==> config.mk <==
export PLATFORM = sky130hd
export DESIGN_NAME = cepd_ctrl
export DESIGN_NICKNAME = d
export VERILOG_FILES = /design/src/rtl/cepd_pkg.sv /design/src/rtl/cepd_ctrl.sv
export VERILOG_INCLUDE_DIRS = /design/src /design/src/rtl
export SDC_FILE = /design/constraint.sdc
export NUM_CORES = 1
export LEC_CHECK = 0
export BUFFER_PORTS_ARGS = -buffer_cell sky130_fd_sc_hd__buf_4
export CAP_MARGIN = 10
export CORE_UTILIZATION = 52
export CTS_BUF_LIST = sky130_fd_sc_hd__clkbuf_8
export DETAILED_ROUTE_END_ITERATION = 8
export PLACE_DENSITY = 0.8
export RECOVER_POWER = 50
export REMOVE_ABC_BUFFERS = 1
export SETUP_SLACK_MARGIN = 0.3
export SLEW_MARGIN = 20
export SYNTH_ARGS = -nofsm -noshare
export SYNTH_HDL_FRONTEND = slang
export SYNTH_SLANG_ARGS = --single-unit
==> constraint.sdc <==
create_clock -name clk -period 1.72 [get_ports clk]
set_input_delay 0.172 -clock clk [delete_from_list [all_inputs] [get_ports clk]]
set_output_delay 0.172 -clock clk [all_outputs]
set_load 0.1 [all_outputs]
==> src/rtl/cross_edge_preserving_denoise_top_assert.svh <==
// assertion macros used by the rtl controller
`ifndef CROSS_EDGE_PRESERVING_DENOISE_TOP_ASSERT_SVH
`define CROSS_EDGE_PRESERVING_DENOISE_TOP_ASSERT_SVH

// same-cycle implication, checked out of reset
`define CEPD_ASSERT_IMP(lbl, ante, cons, msg) \
	lbl: assert property (@(posedge clk) disable iff (!arst_n) (ante) |-> (cons)) \
		else $error(msg);

// next-cycle implication, checked out of reset
`define CEPD_ASSERT_NXT(lbl, ante, cons, msg) \
	lbl: assert property (@(posedge clk) disable iff (!arst_n) (ante) |=> (cons)) \
		else $error(msg);

`endif

==> src/rtl/cepd_pkg.sv <==
`timescale 1ns / 1ps
package cepd_pkg;
	localparam int MaxWidth = 2048;
	localparam int AddrW = $clog2(MaxWidth);

	localparam logic [1:0] REG_WIDTH = 2'd0;
	localparam logic [1:0] REG_HEIGHT = 2'd1;
	localparam logic [1:0] REG_THRESH = 2'd2;
	localparam logic [1:0] REG_BLEND = 2'd3;

	typedef struct packed {
		logic       accept;
		logic       rd_a;
		logic       rd_b;
		logic       rd_c;
		logic       nb_step;
		logic [1:0] nb_sel;
		logic       div_init;
		logic       div_step;
		logic [2:0] div_bit;
		logic       blend;
		logic [1:0] chan;
		logic       emit;
	} cepd_cmd_t;

	typedef struct packed {
		logic ignore;
		logic is_flush;
		logic emit;
		logic border;
		logic out_free;
	} cepd_sts_t;
endpackage

==> src/rtl/cepd_ctrl.sv <==
`timescale 1ns / 1ps
`include "cross_edge_preserving_denoise_top_assert.svh"
module cepd_ctrl (
	input  logic               clk,
	input  logic               arst_n,
	input  logic               s_tvalid,
	output logic               s_tready,
	input  cepd_pkg::cepd_sts_t sts,
	output cepd_pkg::cepd_cmd_t cmd
);
	import cepd_pkg::*;

	localparam logic [3:0] S_IDLE = 4'd0;
	localparam logic [3:0] S_RDA  = 4'd1;
	localparam logic [3:0] S_RDB  = 4'd2;
	localparam logic [3:0] S_RDC  = 4'd3;
	localparam logic [3:0] S_NB   = 4'd4;
	localparam logic [3:0] S_DINI = 4'd5;
	localparam logic [3:0] S_DIVS = 4'd6;
	localparam logic [3:0] S_BLND = 4'd7;
	localparam logic [3:0] S_WOUT = 4'd8;

	logic [3:0] state_q, state_d;
	logic [1:0] k_q, k_d;
	logic [2:0] bit_q, bit_d;
	logic [1:0] chan_q, chan_d;

	always_comb begin
		state_d = state_q;
		k_d = k_q;
		bit_d = bit_q;
		chan_d = chan_q;
		cmd = '0;
		cmd.nb_sel = k_q;
		cmd.div_bit = bit_q;
		cmd.chan = chan_q;
		s_tready = 1'b0;
		case (state_q)
			S_IDLE: begin
				s_tready = 1'b1;
				cmd.accept = s_tvalid;
				if (s_tvalid && !sts.ignore)
					state_d = S_RDA;
			end
			S_RDA: begin
				cmd.rd_a = 1'b1;
				state_d = S_RDB;
			end
			S_RDB: begin
				cmd.rd_b = 1'b1;
				state_d = sts.is_flush ? S_WOUT : S_RDC;
			end
			S_RDC: begin
				cmd.rd_c = 1'b1;
				k_d = 2'd0;
				if (!sts.emit)
					state_d = S_IDLE;
				else if (sts.border)
					state_d = S_WOUT;
				else
					state_d = S_NB;
			end
			S_NB: begin
				cmd.nb_step = 1'b1;
				k_d = k_q + 2'd1;
				if (k_q == 2'd3) begin
					chan_d = 2'd0;
					state_d = S_DINI;
				end
			end
			S_DINI: begin
				cmd.div_init = 1'b1;
				bit_d = 3'd7;
				state_d = S_DIVS;
			end
			S_DIVS: begin
				cmd.div_step = 1'b1;
				bit_d = bit_q - 3'd1;
				if (bit_q == 3'd0)
					state_d = S_BLND;
			end
			S_BLND: begin
				cmd.blend = 1'b1;
				if (chan_q == 2'd2) begin
					state_d = S_WOUT;
				end else begin
					chan_d = chan_q + 2'd1;
					state_d = S_DINI;
				end
			end
			S_WOUT: begin
				if (sts.out_free) begin
					cmd.emit = 1'b1;
					state_d = S_IDLE;
				end
			end
			default: state_d = S_IDLE;
		endcase
	end

	always_ff @(posedge clk or negedge arst_n) begin
		if (!arst_n) begin
			state_q <= S_IDLE;
			k_q <= '0;
			bit_q <= '0;
			chan_q <= '0;
		end else begin
			state_q <= state_d;
			k_q <= k_d;
			bit_q <= bit_d;
			chan_q <= chan_d;
		end
	end

	`CEPD_ASSERT_IMP(a_emit_free, cmd.emit, sts.out_free, "result loaded into a busy output")
	`CEPD_ASSERT_NXT(a_div_to_blend, state_q == S_DIVS && bit_q == 3'd0, state_q == S_BLND,
		"divide did not end in blend")
	`CEPD_ASSERT_NXT(a_accept_starts, state_q == S_IDLE && s_tvalid && !sts.ignore,
		state_q == S_RDA, "accepted transaction did not start a read")
endmodule

==> impl_results.md <==
- # IOs: 25
- CTS root buf: clkbuf_8
- Worst reg-to-reg path cell count: 5
- Outcome: complete, no violations
- Clock sinks: 11
- Area contributors post-synth: dfrtp_1, ha_1, o22a_1, nand2b_1, nor3_1
- Slowest cell on crit path: dfrtp_2
- RR Startpoint: state_q[1]
- Post-synth cell types: 35
- Largest net degree at the start of global routing: 13
- Crit path required time: 1550 ps
- DR DRC count: 0
- GP Congestion: 0.834
- GRT met2 Usage: 0.495
- Synthesized instance count: 92
- Clk_lat worst skew: 230 ps
- Final period util: 0.958
- Starting DRT DRC Count: 66
- Detailed Routing Iterations Pass 1: 4
- Max-cap viol count: 0
- IO Port Bufs: 24
- Via count: 988
- Worst EP arrival: 1480 ps
- Clock skew: around 1.2 ps
- Max Slew Vio Count: 0
- Total track usage: 0.284
- R2R Path End: state_q[0]
- Layout cells sized above 1: 0.536
- Vias in the first global route: 855
- Register area share after synthesis: 0.328
- Hpwl dp: 1410 µm
- Largest area contributor in the netlist: dfrtp_1
- Class of the most critical setup path: reg -> out
- Die ar.: 1780 µm²
- Starting Density: 0.557
- Post-DR vias/cell: ~6.4
- Synthesized area: 840 µm²
- Buf/Inv on CP: 2
- Antenna cells: 0
- Most common cell after layout, fill and taps aside: buf_4
- Max Clk Rate: around 610 MHz
- Post-Route WL: 3290 µm
- Crit start category: register
- Reg2Reg Setup Slack: about 200 ps
- Post-Syn Area per Cell: between 9 and 10 µm²
- Worst Setup EP: cmd[8]
- Post-layout nets: 151
- Depth of the CTS H-tree: 1
- Worst-path maximum fanout: 8
- Core area: about 1500 µm²
- Initial antenna violation count: 0
- Design Area, Final: 1390 µm²
- Worst Tran Pin Value: approximately 560 ps
- Unrepaired setup endpoints after global routing: true
- CTS buffer count: 3
- Post-synth ARST share: 1.00
- Site row count: 14
- Ys flop type: dfrtp_1
- Antenna viol nets, final: 0
- Critical path, cell by cell: buf_4, nand2b_1, nor2_1, buf_6
- Grt met3 use: 0.0259
- Synth Register Bits: 11
- Rel. slew slack: 0.624
- Worst path max stage delay: 440 ps
- Met1 Usage GRT: 0.343
- Remaining Overflow, GRT: 0
- GRT busiest layer: met2
- Top cell type's share of synthesized area: 0.328
- Tmin final: between 1500 and 2000 ps
- HP Class: in -> reg
- Cell family with most CP delay: buffers and inverters
- Endpoints failing setup: 0
- Routed WL per cell: 21.4 µm
- Yosys warning count: 0
- Endpoints failing hold: 0
- DIE HEIGHT: 42.2 µm
- CP Capture Type: output pin
- Post-synth EDFFs: 0
- Maximum buffer depth of the clock tree: 2
- Worst setup path start: state_q[2]
- Most frequent cells in the layout: buf_4, buf_6, clkbuf_2
- Die width: roughly 42 µm
- CTS clock-pin slew for the worst setup and hold paths: 50 ps
- Layout Area Growth over Synthesis: 65.9%
- First-pass GRT wire length: 3840 µm
- Post-placement cell area: 1020 µm²
- Total stage count of the critical path: 4
- CTS tree: yes
kinds of logic (layout without fill, tap and decap cells):
family / after synthesis / in the layout / share of synthesized area
buf+inv: 16 / 62 / 0.110
simple gates: 39 / 39 / 0.303
flops: 11 / 11 / 0.328
compound gates: 22 / 22 / 0.200
fa+ha+maj: 4 / 4 / 0.0596
through the flow:
| stage | hold slack, ps | util | setup WS [ps] | instances | setup TNS, ps |
|---|---|---|---|---|---|
| after CTS | 216 | 0.828 | 156 | 145 | 0 |
| after global routing | 293 | 0.924 | 16.8 | 154 | 0 |
| after detailed placement | 9.33 | 0.679 | 154 | 130 | 0 |
| final | 302 | 0.924 | 72.6 | 154 | 0 |
| after global placement | 9.89 | 0.679 | 200 | 130 | 0 |
| after floorplan | -124 | - | -1390 | 84 | -13090 |
synthesized netlist by cell type, types with 2 or more instances:
cell type	n
dfrtp_1	11
buf_2	2
a21o_1	2
a21oi_1	3
ha_1	4
nand2b_1	6
nor4b_1	2
and2_1	2
nor3_1	7
buf_4	2
a31oi_1	4
inv_1	8
nor2_1	8
nand2_1	2
o22a_1	5
buf_6	3
nor2b_1	2
nand3_1	2
what timing repair did:
| item | CTS | global route |
|---|---|---|
| resized for setup | 27 | 23 |
| hold endpoints to repair | 11 | 0 |
| hold buffers | 1 | 0 |
| pin swaps | 2 | 10 |
| endpoints found under the setup margin | 14 | 17 |
| buffers inserted | 10 | 9 |
metal layers:
metal / vias to the layer above / share of wire
li1: 424 / -
met1: 472 / 0.39
met2: 80 / 0.49
met3: 12 / 0.091
met4: 0 / 0.024
met5: - / 0
worst min-delay path: stages:
cell     delay, ps
buf_4           90
a32oi_1        100
nor2_1         120
flip-flops by register name (all words and copies together) (netlist names):
| signal | cells |
|---|---|
| state_q | 4 |
| chan_q | 2 |
| bit_q | 3 |
| k_q | 2 |
worst min path at each step:
| stage | from | end | slack [ps] | depth (start not counted) |
|---|---|---|---|---|
| 6_report | sts[2] | state_q[2] | 300 | 3 |
| 4_1_cts | sts[2] | state_q[2] | 220 | 3 |
| 2_1_floorplan | arst_n | bit_q[0] | -120 | 0 |
| 5_1_grt | sts[2] | state_q[2] | 290 | 3 |
| 3_5_place_dp | arst_n | k_q[1] | 9 | 1 |
| 3_3_place_gp | arst_n | k_q[1] | 10 | 1 |
area by class of cell:
cell class	count	area, µm²
multi-input cells	65	568
repair buffers	50	449
flip-flops and latches	11	280
fillers	48	114
clock buffers	3	41.3
inverters	8	30.0
well taps	16	20.0
clock inverters	1	3.75
Power is not shown: default switching activity piles up to over one toggle a cycle in this logic, so the estimate is an artifact.
